<file path="config.mk">
export PLATFORM = sky130hd
export DESIGN_NAME = gif_block_stream_parser
export DESIGN_NICKNAME = d
export VERILOG_FILES = /design/src/rtl/core/gbp_pkg.sv /design/src/rtl/core/gif_block_stream_parser.sv /design/src/rtl/core/gbp_queue.sv /design/src/rtl/core/gbp_front.sv /design/src/rtl/core/gbp_back.sv
export SDC_FILE = /design/constraint.sdc
export NUM_CORES = 1
export LEC_CHECK = 0
export BUFFER_PORTS_ARGS = -buffer_cell sky130_fd_sc_hd__buf_2
export CELL_PAD_IN_SITES_DETAIL_PLACEMENT = 1
export CELL_PAD_IN_SITES_GLOBAL_PLACEMENT = 1
export CORE_UTILIZATION = 50
export CTS_CLUSTER_DIAMETER = 150
export DETAILED_ROUTE_END_ITERATION = 10
export GPL_TIMING_DRIVEN = 0
export PLACE_DENSITY_LB_ADDON = 0.1
export SLEW_MARGIN = 20
export SYNTH_ARGS = -nofsm -noshare
export SYNTH_HDL_FRONTEND = slang
export SYNTH_SLANG_ARGS = --single-unit
</file>
<file path="constraint.sdc">
create_clock -name i_clk -period 8 [get_ports i_clk]
set_clock_uncertainty 0.15 [all_clocks]
set_input_delay 0.8 -clock i_clk [delete_from_list [all_inputs] [get_ports i_clk]]
set_output_delay 0.8 -clock i_clk [all_outputs]
set_load 0.1 [all_outputs]
</file>
<file path="src/rtl/core/gbp_pkg.sv">
// Shared types, constants and a helper function for the GIF block stream parser.
`timescale 1ns / 1ps

package gbp_pkg;

    localparam int QUEUE_DEPTH = 4;

    localparam logic [7:0] BYTE_TRAILER  = 8'h3B;
    localparam logic [7:0] BYTE_IMAGE    = 8'h2C;
    localparam logic [7:0] BYTE_EXT      = 8'h21;
    localparam logic [7:0] BYTE_GCE      = 8'hF9;
    localparam logic [7:0] BYTE_APP      = 8'hFF;
    localparam logic [7:0] BYTE_GCE_SIZE = 8'h04;
    localparam logic [7:0] BYTE_APP_SIZE = 8'h0B;
    localparam logic [7:0] BYTE_LOOP_ID  = 8'h01;

    // Event kinds reported on the output.
    localparam logic [4:0] EV_SCR_W     = 5'd0;
    localparam logic [4:0] EV_SCR_H     = 5'd1;
    localparam logic [4:0] EV_SCR_FLAGS = 5'd2;
    localparam logic [4:0] EV_GPAL      = 5'd3;
    localparam logic [4:0] EV_LEFT      = 5'd4;
    localparam logic [4:0] EV_IMG_FLAGS = 5'd8;
    localparam logic [4:0] EV_LPAL      = 5'd9;
    localparam logic [4:0] EV_MIN_CODE  = 5'd10;
    localparam logic [4:0] EV_LZW_BYTE  = 5'd11;
    localparam logic [4:0] EV_IMG_END   = 5'd12;
    localparam logic [4:0] EV_GCE_FLAGS = 5'd13;
    localparam logic [4:0] EV_DELAY     = 5'd14;
    localparam logic [4:0] EV_TRANSP    = 5'd15;
    localparam logic [4:0] EV_LOOP      = 5'd16;
    localparam logic [4:0] EV_TRAILER   = 5'd17;
    localparam logic [4:0] EV_ERROR     = 5'd18;

    localparam logic [1:0] ERR_UNKNOWN  = 2'd0;
    localparam logic [1:0] ERR_GCE_SIZE = 2'd1;
    localparam logic [1:0] ERR_GCE_TERM = 2'd2;
    localparam logic [1:0] ERR_APP_SIZE = 2'd3;

    // Byte classes worked out by the front end.
    typedef struct packed {
        logic is_zero;
        logic is_trailer;
        logic is_image;
        logic is_ext;
        logic is_app;
        logic is_gce;
        logic is_gce_size;
        logic is_app_size;
        logic is_loop_id;
    } t_class;

    typedef struct packed {
        logic [7:0] data;
        logic       sof;
        t_class     cls;
    } t_front_word;

    typedef struct packed {
        logic [4:0]  kind;
        logic [15:0] value;
        logic [9:0]  offset;
        logic [1:0]  err;
    } t_event;

    function automatic logic [7:0] netscape_char(input logic [2:0] idx);
        logic [7:0] c;
        unique case (idx)
            3'd0: c = 8'h4E;
            3'd1: c = 8'h45;
            3'd2: c = 8'h54;
            3'd3: c = 8'h53;
            3'd4: c = 8'h43;
            3'd5: c = 8'h41;
            3'd6: c = 8'h50;
            3'd7: c = 8'h45;
            default: c = 8'h00;
        endcase
        return c;
    endfunction

endpackage

</file>
<file path="src/rtl/core/gif_block_stream_parser.sv">
// GIF block stream parser: one file byte in per cycle while the byte queue is not full,
// zero or one event out per byte. The parser state machine takes one byte per cycle while
// the byte queue holds one and the event queue is not full. An accepted byte is registered in
// the byte queue; the parser then writes its event, if any, into the event queue for popping.
// Synchronous active-low reset empties both queues and puts the parser in its wait-for-file
// state; bytes before the first start-of-file mark produce no events.
`timescale 1ns / 1ps

module gif_block_stream_parser #(
    parameter int P_QUEUE_DEPTH = gbp_pkg::QUEUE_DEPTH
) (
    input  logic        i_clk,
    input  logic        i_rst_n,
    input  logic        push,
    output logic        full,
    input  logic [7:0]  i_data_byte,
    input  logic        i_start_of_file,
    output logic        empty,
    input  logic        pop,
    output logic [4:0]  o_event_kind,
    output logic [15:0] o_event_value,
    output logic [9:0]  o_palette_offset,
    output logic [1:0]  o_error_code
);

    localparam int FW = $bits(gbp_pkg::t_front_word);
    localparam int EW = $bits(gbp_pkg::t_event);

    gbp_pkg::t_front_word front_word;
    gbp_pkg::t_front_word back_word;
    gbp_pkg::t_event      back_event;
    gbp_pkg::t_event      out_event;
    logic                 front_push;
    logic                 word_empty;
    logic                 back_pop;
    logic                 ev_valid;
    logic                 ev_full;
    logic [FW-1:0]        word_q;
    logic [EW-1:0]        event_q;

    gbp_front u_front (
        .i_data_byte_v   (push),
        .i_data_byte     (i_data_byte),
        .i_start_of_file (i_start_of_file),
        .i_queue_full    (full),
        .o_push          (front_push),
        .o_word          (front_word)
    );

    gbp_queue #(
        .P_WIDTH (FW),
        .P_DEPTH (P_QUEUE_DEPTH)
    ) u_word_queue (
        .i_clk   (i_clk),
        .i_rst_n (i_rst_n),
        .i_push  (front_push),
        .i_data  (front_word),
        .o_full  (full),
        .i_pop   (back_pop),
        .o_data  (word_q),
        .o_empty (word_empty)
    );

    assign back_word = word_q;

    gbp_back u_back (
        .i_clk      (i_clk),
        .i_rst_n    (i_rst_n),
        .i_valid    (!word_empty),
        .i_word     (back_word),
        .o_pop      (back_pop),
        .i_out_full (ev_full),
        .o_ev_valid (ev_valid),
        .o_event    (back_event)
    );

    gbp_queue #(
        .P_WIDTH (EW),
        .P_DEPTH (P_QUEUE_DEPTH)
    ) u_event_queue (
        .i_clk   (i_clk),
        .i_rst_n (i_rst_n),
        .i_push  (ev_valid),
        .i_data  (back_event),
        .o_full  (ev_full),
        .i_pop   (pop),
        .o_data  (event_q),
        .o_empty (empty)
    );

    assign out_event        = event_q;
    assign o_event_kind     = out_event.kind;
    assign o_event_value    = out_event.value;
    assign o_palette_offset = out_event.offset;
    assign o_error_code     = out_event.err;

endmodule

</file>
<file path="src/rtl/core/gbp_queue.sv">
// Small register-based first-in first-out queue used between the parser stages.
`timescale 1ns / 1ps

module gbp_queue #(
    parameter int P_WIDTH = 8,
    parameter int P_DEPTH = gbp_pkg::QUEUE_DEPTH
) (
    input  logic               i_clk,
    input  logic               i_rst_n,
    input  logic               i_push,
    input  logic [P_WIDTH-1:0] i_data,
    output logic               o_full,
    input  logic               i_pop,
    output logic [P_WIDTH-1:0] o_data,
    output logic               o_empty
);

    localparam int AW = (P_DEPTH > 1) ? $clog2(P_DEPTH) : 1;
    localparam int CW = $clog2(P_DEPTH + 1);

    logic [P_WIDTH-1:0] r_mem [P_DEPTH];
    logic [AW-1:0]      r_wr;
    logic [AW-1:0]      r_rd;
    logic [CW-1:0]      r_count;
    logic [AW-1:0]      n_wr;
    logic [AW-1:0]      n_rd;
    logic [CW-1:0]      n_count;
    logic               do_push;
    logic               do_pop;

    assign o_full  = (r_count == CW'(P_DEPTH));
    assign o_empty = (r_count == '0);
    assign o_data  = r_mem[r_rd];
    assign do_push = i_push && !o_full;
    assign do_pop  = i_pop && !o_empty;

    always_comb begin
        n_wr    = r_wr;
        n_rd    = r_rd;
        n_count = r_count;
        if (do_push) begin
            n_wr = (r_wr == AW'(P_DEPTH - 1)) ? '0 : r_wr + AW'(1);
        end
        if (do_pop) begin
            n_rd = (r_rd == AW'(P_DEPTH - 1)) ? '0 : r_rd + AW'(1);
        end
        if (do_push && !do_pop) begin
            n_count = r_count + CW'(1);
        end else if (do_pop && !do_push) begin
            n_count = r_count - CW'(1);
        end
    end

    always_ff @(posedge i_clk) begin
        if (!i_rst_n) begin
            r_wr    <= '0;
            r_rd    <= '0;
            r_count <= '0;
        end else begin
            r_wr    <= n_wr;
            r_rd    <= n_rd;
            r_count <= n_count;
        end
    end

    always_ff @(posedge i_clk) begin
        if (do_push) begin
            r_mem[r_wr] <= i_data;
        end
    end

endmodule

</file>
<file path="src/rtl/core/gbp_front.sv">
// Front end: compares each incoming byte against zero and the block, extension, size and loop-id codes.
`timescale 1ns / 1ps

module gbp_front (
    input  logic                 i_data_byte_v,
    input  logic [7:0]           i_data_byte,
    input  logic                 i_start_of_file,
    input  logic                 i_queue_full,
    output logic                 o_push,
    output gbp_pkg::t_front_word o_word
);

    assign o_push = i_data_byte_v && !i_queue_full;

    always_comb begin
        o_word.data            = i_data_byte;
        o_word.sof             = i_start_of_file;
        o_word.cls.is_zero     = (i_data_byte == 8'h00);
        o_word.cls.is_trailer  = (i_data_byte == gbp_pkg::BYTE_TRAILER);
        o_word.cls.is_image    = (i_data_byte == gbp_pkg::BYTE_IMAGE);
        o_word.cls.is_ext      = (i_data_byte == gbp_pkg::BYTE_EXT);
        o_word.cls.is_app      = (i_data_byte == gbp_pkg::BYTE_APP);
        o_word.cls.is_gce      = (i_data_byte == gbp_pkg::BYTE_GCE);
        o_word.cls.is_gce_size = (i_data_byte == gbp_pkg::BYTE_GCE_SIZE);
        o_word.cls.is_app_size = (i_data_byte == gbp_pkg::BYTE_APP_SIZE);
        o_word.cls.is_loop_id  = (i_data_byte == gbp_pkg::BYTE_LOOP_ID);
    end

endmodule

</file>
<file path="src/rtl/core/gbp_back.sv">
// Back end: the block parser state machine, one classified byte per cycle while not stalled.
`timescale 1ns / 1ps

module gbp_back (
    input  logic                 i_clk,
    input  logic                 i_rst_n,
    input  logic                 i_valid,
    input  gbp_pkg::t_front_word i_word,
    output logic                 o_pop,
    input  logic                 i_out_full,
    output logic                 o_ev_valid,
    output gbp_pkg::t_event      o_event
);

    localparam logic [4:0] PH_IDLE      = 5'd0;
    localparam logic [4:0] PH_HEADER    = 5'd1;
    localparam logic [4:0] PH_LSD       = 5'd2;
    localparam logic [4:0] PH_GPAL      = 5'd3;
    localparam logic [4:0] PH_BLOCK     = 5'd4;
    localparam logic [4:0] PH_DESC      = 5'd5;
    localparam logic [4:0] PH_LPAL      = 5'd6;
    localparam logic [4:0] PH_MINCODE   = 5'd7;
    localparam logic [4:0] PH_LZW_SIZE  = 5'd8;
    localparam logic [4:0] PH_LZW_DATA  = 5'd9;
    localparam logic [4:0] PH_EXT_LABEL = 5'd10;
    localparam logic [4:0] PH_SKIP_SIZE = 5'd11;
    localparam logic [4:0] PH_SKIP_DATA = 5'd12;
    localparam logic [4:0] PH_GCE_SIZE  = 5'd13;
    localparam logic [4:0] PH_GCE_DATA  = 5'd14;
    localparam logic [4:0] PH_GCE_TERM  = 5'd15;
    localparam logic [4:0] PH_APP_SIZE  = 5'd16;
    localparam logic [4:0] PH_APP_ID    = 5'd17;
    localparam logic [4:0] PH_APP_SSIZE = 5'd18;
    localparam logic [4:0] PH_APP_SDATA = 5'd19;
    localparam logic [4:0] PH_DONE      = 5'd20;
    localparam logic [4:0] PH_ERROR     = 5'd21;

    logic [4:0] r_phase, n_phase;
    logic [9:0] r_count, n_count;
    logic [7:0] r_low, n_low;
    logic [9:0] r_pal_off, n_pal_off;
    logic       r_app_match, n_app_match;
    logic [1:0] r_app_cnt, n_app_cnt;
    logic       r_app_first, n_app_first;
    logic [7:0] r_flags, n_flags;

    logic        fire;
    logic [7:0]  b;
    logic [15:0] word;
    logic [9:0]  cnt_dec;
    logic [9:0]  cnt_inc;
    logic [9:0]  pal_size;

    assign fire    = i_valid && !i_out_full;
    assign o_pop   = fire;
    assign b       = i_word.data;
    assign word    = {b, r_low};
    assign cnt_dec = r_count - 10'd1;
    assign cnt_inc = r_count + 10'd1;
    // Palette length is three bytes per entry, 2^(n+1) entries.
    assign pal_size = 10'd3 << ({1'b0, b[2:0]} + 4'd1);

    always_comb begin
        n_phase     = r_phase;
        n_count     = r_count;
        n_low       = r_low;
        n_pal_off   = r_pal_off;
        n_app_match = r_app_match;
        n_app_cnt   = r_app_cnt;
        n_app_first = r_app_first;
        n_flags     = r_flags;
        o_ev_valid  = 1'b0;
        o_event     = '0;

        if (fire) begin
            if (i_word.sof) begin
                n_phase     = PH_HEADER;
                n_count     = 10'd5;
                n_low       = '0;
                n_pal_off   = '0;
                n_app_match = 1'b1;
                n_app_cnt   = '0;
                n_app_first = 1'b0;
                n_flags     = '0;
            end else begin
                unique case (r_phase)
                    PH_HEADER: begin
                        n_count = cnt_dec;
                        if (cnt_dec == '0) begin
                            n_phase = PH_LSD;
                        end
                    end
                    PH_LSD: begin
                        n_count = cnt_inc;
                        if (r_count == 10'd0 || r_count == 10'd2) begin
                            n_low = b;
                        end else if (r_count == 10'd1) begin
                            o_ev_valid    = 1'b1;
                            o_event.kind  = gbp_pkg::EV_SCR_W;
                            o_event.value = word;
                        end else if (r_count == 10'd3) begin
                            o_ev_valid    = 1'b1;
                            o_event.kind  = gbp_pkg::EV_SCR_H;
                            o_event.value = word;
                        end else if (r_count == 10'd4) begin
                            n_flags       = b;
                            o_ev_valid    = 1'b1;
                            o_event.kind  = gbp_pkg::EV_SCR_FLAGS;
                            o_event.value = {8'd0, b};
                        end else if (r_count >= 10'd6) begin
                            n_pal_off = '0;
                            if (r_flags[7]) begin
                                n_phase = PH_GPAL;
                                n_count = 10'd3 << ({1'b0, r_flags[2:0]} + 4'd1);
                            end else begin
                                n_phase = PH_BLOCK;
                                n_count = '0;
                            end
                        end
                    end
                    PH_GPAL, PH_LPAL: begin
                        n_pal_off      = r_pal_off + 10'd1;
                        n_count        = cnt_dec;
                        o_ev_valid     = 1'b1;
                        o_event.kind   = (r_phase == PH_GPAL) ? gbp_pkg::EV_GPAL
                                                              : gbp_pkg::EV_LPAL;
                        o_event.value  = {8'd0, b};
                        o_event.offset = r_pal_off;
                        if (cnt_dec == '0) begin
                            n_phase = (r_phase == PH_GPAL) ? PH_BLOCK : PH_MINCODE;
                        end
                    end
                    PH_BLOCK: begin
                        n_count = '0;
                        priority if (i_word.cls.is_trailer) begin
                            n_phase      = PH_DONE;
                            o_ev_valid   = 1'b1;
                            o_event.kind = gbp_pkg::EV_TRAILER;
                        end else if (i_word.cls.is_image) begin
                            n_phase = PH_DESC;
                        end else if (i_word.cls.is_ext) begin
                            n_phase = PH_EXT_LABEL;
                        end else if (i_word.cls.is_app) begin
                            n_phase = PH_APP_SIZE;
                        end else begin
                            n_phase       = PH_ERROR;
                            o_ev_valid    = 1'b1;
                            o_event.kind  = gbp_pkg::EV_ERROR;
                            o_event.value = {8'd0, b};
                            o_event.err   = gbp_pkg::ERR_UNKNOWN;
                        end
                    end
                    PH_DESC: begin
                        n_count = cnt_inc;
                        if (r_count < 10'd8) begin
                            if (!r_count[0]) begin
                                n_low = b;
                            end else begin
                                o_ev_valid    = 1'b1;
                                o_event.kind  = gbp_pkg::EV_LEFT + {3'd0, r_count[2:1]};
                                o_event.value = word;
                            end
                        end else begin
                            n_flags       = b;
                            n_pal_off     = '0;
                            o_ev_valid    = 1'b1;
                            o_event.kind  = gbp_pkg::EV_IMG_FLAGS;
                            o_event.value = {8'd0, b};
                            if (b[7]) begin
                                n_phase = PH_LPAL;
                                n_count = pal_size;
                            end else begin
                                n_phase = PH_MINCODE;
                                n_count = '0;
                            end
                        end
                    end
                    PH_MINCODE: begin
                        n_phase       = PH_LZW_SIZE;
                        o_ev_valid    = 1'b1;
                        o_event.kind  = gbp_pkg::EV_MIN_CODE;
                        o_event.value = {8'd0, b};
                    end
                    PH_LZW_SIZE: begin
                        if (i_word.cls.is_zero) begin
                            n_phase      = PH_BLOCK;
                            o_ev_valid   = 1'b1;
                            o_event.kind = gbp_pkg::EV_IMG_END;
                        end else begin
                            n_count = {2'd0, b};
                            n_phase = PH_LZW_DATA;
                        end
                    end
                    PH_LZW_DATA: begin
                        n_count       = cnt_dec;
                        o_ev_valid    = 1'b1;
                        o_event.kind  = gbp_pkg::EV_LZW_BYTE;
                        o_event.value = {8'd0, b};
                        if (cnt_dec == '0) begin
                            n_phase = PH_LZW_SIZE;
                        end
                    end
                    PH_EXT_LABEL: begin
                        priority if (i_word.cls.is_gce) begin
                            n_phase = PH_GCE_SIZE;
                        end else if (i_word.cls.is_app) begin
                            n_phase = PH_APP_SIZE;
                        end else begin
                            n_phase = PH_SKIP_SIZE;
                        end
                    end
                    PH_SKIP_SIZE, PH_APP_SSIZE: begin
                        if (i_word.cls.is_zero) begin
                            n_phase = PH_BLOCK;
                        end else begin
                            n_count = {2'd0, b};
                            n_phase = (r_phase == PH_SKIP_SIZE) ? PH_SKIP_DATA
                                                                : PH_APP_SDATA;
                        end
                    end
                    PH_SKIP_DATA: begin
                        n_count = cnt_dec;
                        if (cnt_dec == '0) begin
                            n_phase = PH_SKIP_SIZE;
                        end
                    end
                    PH_GCE_SIZE: begin
                        if (!i_word.cls.is_gce_size) begin
                            n_phase       = PH_ERROR;
                            o_ev_valid    = 1'b1;
                            o_event.kind  = gbp_pkg::EV_ERROR;
                            o_event.value = {8'd0, b};
                            o_event.err   = gbp_pkg::ERR_GCE_SIZE;
                        end else begin
                            n_count = '0;
                            n_phase = PH_GCE_DATA;
                        end
                    end
                    PH_GCE_DATA: begin
                        n_count = cnt_inc;
                        if (r_count == 10'd0) begin
                            o_ev_valid    = 1'b1;
                            o_event.kind  = gbp_pkg::EV_GCE_FLAGS;
                            o_event.value = {8'd0, b};
                        end else if (r_count == 10'd1) begin
                            n_low = b;
                        end else if (r_count == 10'd2) begin
                            o_ev_valid    = 1'b1;
                            o_event.kind  = gbp_pkg::EV_DELAY;
                            o_event.value = word;
                        end else begin
                            n_phase       = PH_GCE_TERM;
                            o_ev_valid    = 1'b1;
                            o_event.kind  = gbp_pkg::EV_TRANSP;
                            o_event.value = {8'd0, b};
                        end
                    end
                    PH_GCE_TERM: begin
                        if (!i_word.cls.is_zero) begin
                            n_phase       = PH_ERROR;
                            o_ev_valid    = 1'b1;
                            o_event.kind  = gbp_pkg::EV_ERROR;
                            o_event.value = {8'd0, b};
                            o_event.err   = gbp_pkg::ERR_GCE_TERM;
                        end else begin
                            n_phase = PH_BLOCK;
                        end
                    end
                    PH_APP_SIZE: begin
                        if (!i_word.cls.is_app_size) begin
                            n_phase       = PH_ERROR;
                            o_ev_valid    = 1'b1;
                            o_event.kind  = gbp_pkg::EV_ERROR;
                            o_event.value = {8'd0, b};
                            o_event.err   = gbp_pkg::ERR_APP_SIZE;
                        end else begin
                            n_app_match = 1'b1;
                            n_app_cnt   = '0;
                            n_app_first = 1'b0;
                            n_count     = '0;
                            n_phase     = PH_APP_ID;
                        end
                    end
                    PH_APP_ID: begin
                        if (r_count < 10'd8 && b != gbp_pkg::netscape_char(r_count[2:0])) begin
                            n_app_match = 1'b0;
                        end
                        n_count = cnt_inc;
                        if (r_count >= 10'd10) begin
                            n_count = '0;
                            n_phase = PH_APP_SSIZE;
                        end
                    end
                    PH_APP_SDATA: begin
                        // Data bytes are counted across sub-blocks; the loop count is reported
                        // when the third one arrives, if the ID matched and the first was 01.
                        if (r_app_cnt == 2'd0) begin
                            n_app_first = i_word.cls.is_loop_id;
                        end else if (r_app_cnt == 2'd1) begin
                            n_low = b;
                        end else if (r_app_cnt == 2'd2 && r_app_match && r_app_first) begin
                            o_ev_valid    = 1'b1;
                            o_event.kind  = gbp_pkg::EV_LOOP;
                            o_event.value = word;
                        end
                        if (r_app_cnt != 2'd3) begin
                            n_app_cnt = r_app_cnt + 2'd1;
                        end
                        n_count = cnt_dec;
                        if (cnt_dec == '0) begin
                            n_phase = PH_APP_SSIZE;
                        end
                    end
                    default: begin
                        // Idle, done and error phases ignore bytes until a file start.
                        n_phase = r_phase;
                    end
                endcase
            end
        end
    end

    always_ff @(posedge i_clk) begin
        if (!i_rst_n) begin
            r_phase     <= PH_IDLE;
            r_count     <= '0;
            r_low       <= '0;
            r_pal_off   <= '0;
            r_app_match <= 1'b1;
            r_app_cnt   <= '0;
            r_app_first <= 1'b0;
            r_flags     <= '0;
        end else begin
            r_phase     <= n_phase;
            r_count     <= n_count;
            r_low       <= n_low;
            r_pal_off   <= n_pal_off;
            r_app_match <= n_app_match;
            r_app_cnt   <= n_app_cnt;
            r_app_first <= n_app_first;
            r_flags     <= n_flags;
        end
    end

endmodule
</file>
# Word level (Yosys, flattened, before mapping)
# Memories as Yosys holds them, arrays and structs flattened. A register that Yosys moved wholly into a read port is not among the register bits.
# Index checks and enable logic that the tools add are counted.
[classes]
n_eq_ne = 69
n_shift = 2
order_cmp = 3
addsub = 15
n_reduce_logical = 50
mux = 156
[op_table]
columns = ["cell", "n"]
rows = [
  ["2-to-1 mux 21 bit", 15],
  ["2-to-1 mux 10 bit", 21],
  ["one-hot mux 16 bit (9 select lines)", 1],
  ["2-to-1 mux 8 bit", 17],
  ["2-to-1 mux 5 bit", 26],
  ["one-hot mux 10 bit (9 select lines)", 1],
  ["one-hot mux 5 bit (17 select lines)", 1],
  ["2-to-1 mux 33 bit", 2],
  ["one-hot mux 5 bit (12 select lines)", 1],
  ["inequality test 3 x 2 -> 1 bit (second input constant)", 17],
  ["equality test 5 x 4 -> 1 bit (second input constant)", 8],
  ["2-to-1 mux 1 bit", 33],
  ["inequality test 3 bit (second input constant)", 11],
  ["one-hot mux 8 bit (4 select lines)", 1],
  ["one-hot mux 10 bit (3 select lines)", 1],
  ["2-to-1 mux 2 bit", 14],
  ["2-to-1 mux 3 bit", 9],
  ["equality test 8 x 6 -> 1 bit (second input constant)", 3],
  ["adder 10 x 1 -> 10 bit (second input constant)", 2],
  ["equality test 10 x 2 -> 1 bit (second input constant)", 2],
  ["equality test 5 x 3 -> 1 bit (second input constant)", 4],
  ["equality test 5 bit (second input constant)", 4],
  ["logical NOT 10 bit", 2],
  ["2-to-1 mux 20 bit", 1],
  ["other kinds (54)", 98],
]
[totals]
n_memories = 3
ram_bits = 204
romBits = 40
inputBits = 13
reg_bits = 59
[mem_list]
columns = ["memory", "words", "width", "read_ports", "rd_ports_with_merged_regs", "wr", "line_no", "text"]
rows = [
  ["u_event_queue.r_mem", 4, 33, 1, 1, 1, "gbp_queue.sv:21", "logic [P_WIDTH-1:0] r_mem [P_DEPTH];"],
  ["u_word_queue.r_mem", 4, 18, 1, 1, 1, "gbp_queue.sv:21", ""],
  ["(name not given)", 8, 5, 1, 1, 0, "gbp_pkg.sv:68", "unique case (idx)"],
]

# Depth between registers and ports, before layout
[depth]
ltp_word = 14
mapped_depth = 16

# Hierarchy
# A second synthesis with hierarchy kept.
[unflattened]
hier_cells = 1055
area_unflattened_um2 = 13465.4
[modules_own_cells]
columns = ["mod", "cells_each", "area_each_um2", "instances"]
rows = [
  ["gbp_queue at u_event_queue", 224, 5288.8, 1],
  ["gbp_back", 657, 4842.1, 1],
  ["gbp_queue at u_word_queue", 145, 3119.2, 1],
  ["gbp_front", 28, 211.5, 1],
  ["gif_block_stream_parser", 1, 3.8, 1],
]

# Worst setup path before layout
# OpenSTA, ideal clock, no wires.
[synth_path]
path_kind = "register -> register"
startpoint = "register u_event_queue.r_count[0]"
endpoint = "register u_event_queue.r_count[2]"
setup_slack_ns = 3.724
required_ns = 7.780
n_path_buf = 0
path_stages_with_launch = 9
arrival_time_ns = 4.056
cell_sequence = "dfxtp_1 nor3_1 nand2b_1 ha_1 inv_1 fa_1 xor2_1 or3_1 a21oi_1"
[synth_lines]
columns = ["item", "line_no", "text"]
rows = [
  ["start, declared", "gbp_queue.sv:24", "logic [CW-1:0] r_count;"],
  ["start signal, assigned", "gbp_queue.sv:62", "r_count <= n_count;"],
  ["logical NOT 3 bit *", "gbp_queue.sv:32", "assign o_empty = (r_count == '0);"],
  ["named net empty", "gif_block_stream_parser.sv:18", "output logic empty,"],
  ["logical NOT 1 bit *", "gbp_queue.sv:35", "assign do_pop = i_pop && !o_empty;"],
  ["logical AND 1 bit *", "gbp_queue.sv:35", ""],
  ["logical NOT 1 bit", "gbp_queue.sv:47", "if (do_push && !do_pop) begin"],
  ["logical AND 1 bit", "gbp_queue.sv:47", ""],
  ["2-to-1 mux 3 bit or nonzero test 2 bit (tied branches)", "--", ""],
]
# The timed path passes the listed nets; every way through them passes the cells marked *. The select of a mux whose other input is x is not followed.
# A chain may end at the register's enable or synchronous reset.

==> flow_summary.json <==
{
  "cts_resized": 0,
  "die_w_um": 163.9,
  "criticalPathCategory": "reg -> reg",
  "synth_edf_count": 204,
  "design.die.area_mm2": 0.02687,
  "io_buffers": 47,
  "yosysWarnings": 0,
  "synth_seq_cells": 268,
  "post-route-period-util": 0.5904,
  "antenna_found_initial": 0,
  "max_freq_mhz": 211.7,
  "period_needed_ps": 4723,
  "seq_area_frac_synth": 0.5651,
  "p_comb_frac": 0.400,
  "clkTransAtPathRegs_ps": 60,
  "num_vias": 9186,
  "wirelength_mm": 36.13,
  "synth_top_area_cell": "edfxtp_1",
  "synth.area.top_cells": "edfxtp_1 47%, dfxtp_1 9.8%, mux4_2 7.9%, ha_1 3.2%, nor2_1 2.5%",
  "rsz0062_at_grt": "no",
  "area_delta_synth_final_pct": 13.02,
  "p_int_w": 0.002994,
  "clock_latency_ps": 570,
  "p_seq_frac": 0.331,
  "nNetsFinal": 1185,
  "cts_root_buffer": "clkbuf_16",
  "drt-vias-per-instance": 6.165,
  "synth_cell_type_count": 72,
  "cts_tree": "built",
  "p_per_area_mw_per_mm2": 339.0,
  "grt_pass1_wl_mm": 56.17,
  "drv_cap": 0,
  "finalHoldViolCount": 0,
  "async_flop_share": 0,
  "grt_pass1_vias": 9468,
  "gp_congestion": 0.9424,
  "synthesis.nets": 1104,
  "cts_buffers": 28,
  "placed_area_mm2": 0.01384,
  "layout-drive-gt1-share": 0.1562,
  "first_pass_iters": 7,
  "hold_path.class": "in -> reg",
  "finalMaxSlewViolations": 0,
  "stdcell_area_mm2": 0.01481,
  "ys.flop_type": "edfxtp_1",
  "p_leak_nw": 4.868,
  "worstPathMaxFanout": 10,
  "rows": 58,
  "clock_sinks": 268,
  "post_cts_buffers": 0,
  "power_frac_clock": 0.269,
  "final_util": 0.5816,
  "ctsLongestPathBuffers": 3,
  "drt_iter0_drc": 837,
  "switching_power_w": 0.002028,
  "syn_inst": 1056,
  "slew_headroom": 0.1907,
  "peakVddDrop_mv": 0.2322,
  "r2r_cells": 14,
  "crit_path_start_kind": "register",
  "start_util": 0.5146,
  "whs_path_depth": 1,
  "ioPinCount": 48,
  "finalSetupViolations": 0,
  "finalPower_w": 0.005022,
  "status": "complete, no violations",
  "cts_hold_buf": 0,
  "fin_tns_setup_ps": 0,
  "cp_data_required_time_ps": 8340,
  "die_y_um": 163.9,
  "post-dp-hpwl_mm": 25.84,
  "wl_per_cell_um": 24.25,
  "synth_top_area_share": 0.4674,
  "drc": 0,
  "grt_max_degree": 27,
  "core_mm2": 0.02547,
  "grtUsageTotal": 0.2782,
  "grt-ovfl-total": 0,
  "cts-htree-levels": 1,
  "endpoint_kind": "register",
  "syn-cell-area_mm2": 0.01311,
  "synth_area_per_cell_um2": 12.41,
  "p_sw_frac": 0.4038,
  "drtAntennaViolNets": 0,
  "cp.arrival_ps": 5060,
  "worst_pin_slew_ps": 1204
}
-- stage by stage --
| step | setup slack, ps | hold WS (ps) | instances |
|---|---|---|---|
| floorplan | 3724 | 282.2 | 1056 |
| global placement | 2912 | 291.0 | 1433 |
| detailed placement | 3238 | 308.1 | 1437 |
| CTS | 3219 | 285.0 | 1489 |
| global route | 2981 | 294.1 | 1489 |
| finish | 3277 | 299.7 | 1490 |
-- worst max-delay path: stages, from the launching register on --
cell and delay, ps:
dfxtp_1 350, buf_6 170, mux4_1 600, clkbuf_1 280
clkinv_1 320, nand2_1 220, nor3_1 470, nor2_1 210
a31oi_2 450, ha_1 300, inv_1 80, fa_1 430
xor2_1 180, or3_1 310, a21oi_1 140
-- kinds of logic (layout without fill, tap and decap cells) --
group	count (synthesis)	after routing	share of synthesized area
simple gates	348	348	0.1372
flops	268	268	0.5651
compound gates	203	203	0.1061
buf+inv	98	201	0.03007
mux	70	70	0.1043
fa+ha+maj	35	35	0.03456
xor+xnor	34	34	0.02272
other cells	0	1	0
-- path summary, 6_finish.rpt --
path,start,to,slack [ps]
worst min register to register,u_back.r_low[3],u_back.r_low[3],320
worst max register to register,register,u_event_queue.r_count[2],3280
worst min-delay path,i_start_of_file,u_word_queue.r_mem[3][9],300
worst max-delay path,register,u_event_queue.r_count[2],3280
-- cell usage after synthesis (13+ instances only) --
library cell,number
edfxtp_1,204
nor2_1,89
nand2_1,67
dfxtp_1,64
a21oi_1,57
mux4_2,46
clkbuf_1,44
o21ai_0,35
ha_1,33
inv_1,33
nor3_1,29
and2_1,26
nand3_1,22
xor2_1,20
nand4_1,18
mux2i_1,17
or3_1,15
o31ai_1,14
xnor2_1,14
nand2b_1,13
-- power groups by stage --
| stage | logic, W | registers [W] | clock network, W |
|---|---|---|---|
| floorplan | 0.00146 | 0.00166 | 0 |
| global placement | 0.00196 | 0.00168 | 0 |
| detailed placement | 0.00197 | 0.00169 | 0 |
| CTS | 0.00199 | 0.00166 | 0.00137 |
| global route | 0.00215 | 0.00167 | 0.00142 |
| finish | 0.00201 | 0.00166 | 0.00135 |
-- layout by cell type, fill, tap and decap left out, types with 8 or more instances in the layout --
cell type | synthesis | final
ha_1 | 33 | 33
inv_1 | 33 | 33
a211oi_1 | 8 | 8
or4_1 | 10 | 10
dfxtp_1 | 64 | 64
o31ai_1 | 14 | 14
or2_2 | 9 | 9
a21oi_1 | 57 | 57
nand3_1 | 22 | 22
nor4_1 | 10 | 10
clkbuf_16 | 0 | 28
xnor2_1 | 14 | 14
nand2_1 | 67 | 67
nor2b_1 | 10 | 10
xor2_1 | 20 | 20
edfxtp_1 | 204 | 204
a22o_1 | 10 | 10
o21ai_0 | 35 | 35
clkbuf_1 | 44 | 51
and2_1 | 26 | 22
or3_1 | 15 | 15
nor3_1 | 29 | 29
nand4_1 | 18 | 18
nand2b_1 | 13 | 13
mux2i_1 | 17 | 17
mux4_2 | 46 | 46
nor2_1 | 89 | 89
buf_2 | 9 | 56
-- state kept, by name, indices dropped and copies added, names as in the netlist, named ones only --
signal / cells
u_word_queue.r_rd: 2
u_back.r_app_match: 1
u_word_queue.r_mem: 72
u_event_queue.r_wr: 2
u_back.r_app_first: 1
u_back.r_app_cnt: 2
u_back.r_count: 10
u_event_queue.r_rd: 2
u_back.r_pal_off: 10
u_back.r_phase: 5
u_word_queue.r_wr: 2
u_event_queue.r_count: 3
u_word_queue.r_count: 3
u_back.r_flags: 4
u_back.r_low: 8
u_event_queue.r_mem: 132
-- metal layers --
layer | vias up | part of all wire | global-route usage
li1 | 4209 | - | -
met1 | 4563 | 0.42 | 0.3692
met2 | 327 | 0.48 | 0.4673
met3 | 87 | 0.070 | 0.05202
met4 | 0 | 0.029 | 0.07576
met5 | - | 0 | 0
-- final cells by class --
class / count / area [um2]
Sequential cell: 268 / 7407
Timing Repair Buffer: 51 / 315.3
Inverter: 36 / 135.1
Clock buffer: 37 / 754.5
Multi-Input combinational cell: 690 / 5319
Buffer: 62 / 259.0
Antenna cell: 1 / 2.502
Fill cell: 2560 / 10660
Tap cell: 330 / 412.9
Clock inverter: 15 / 209.0
No activity file was read; power rests on OpenSTA's default activity.
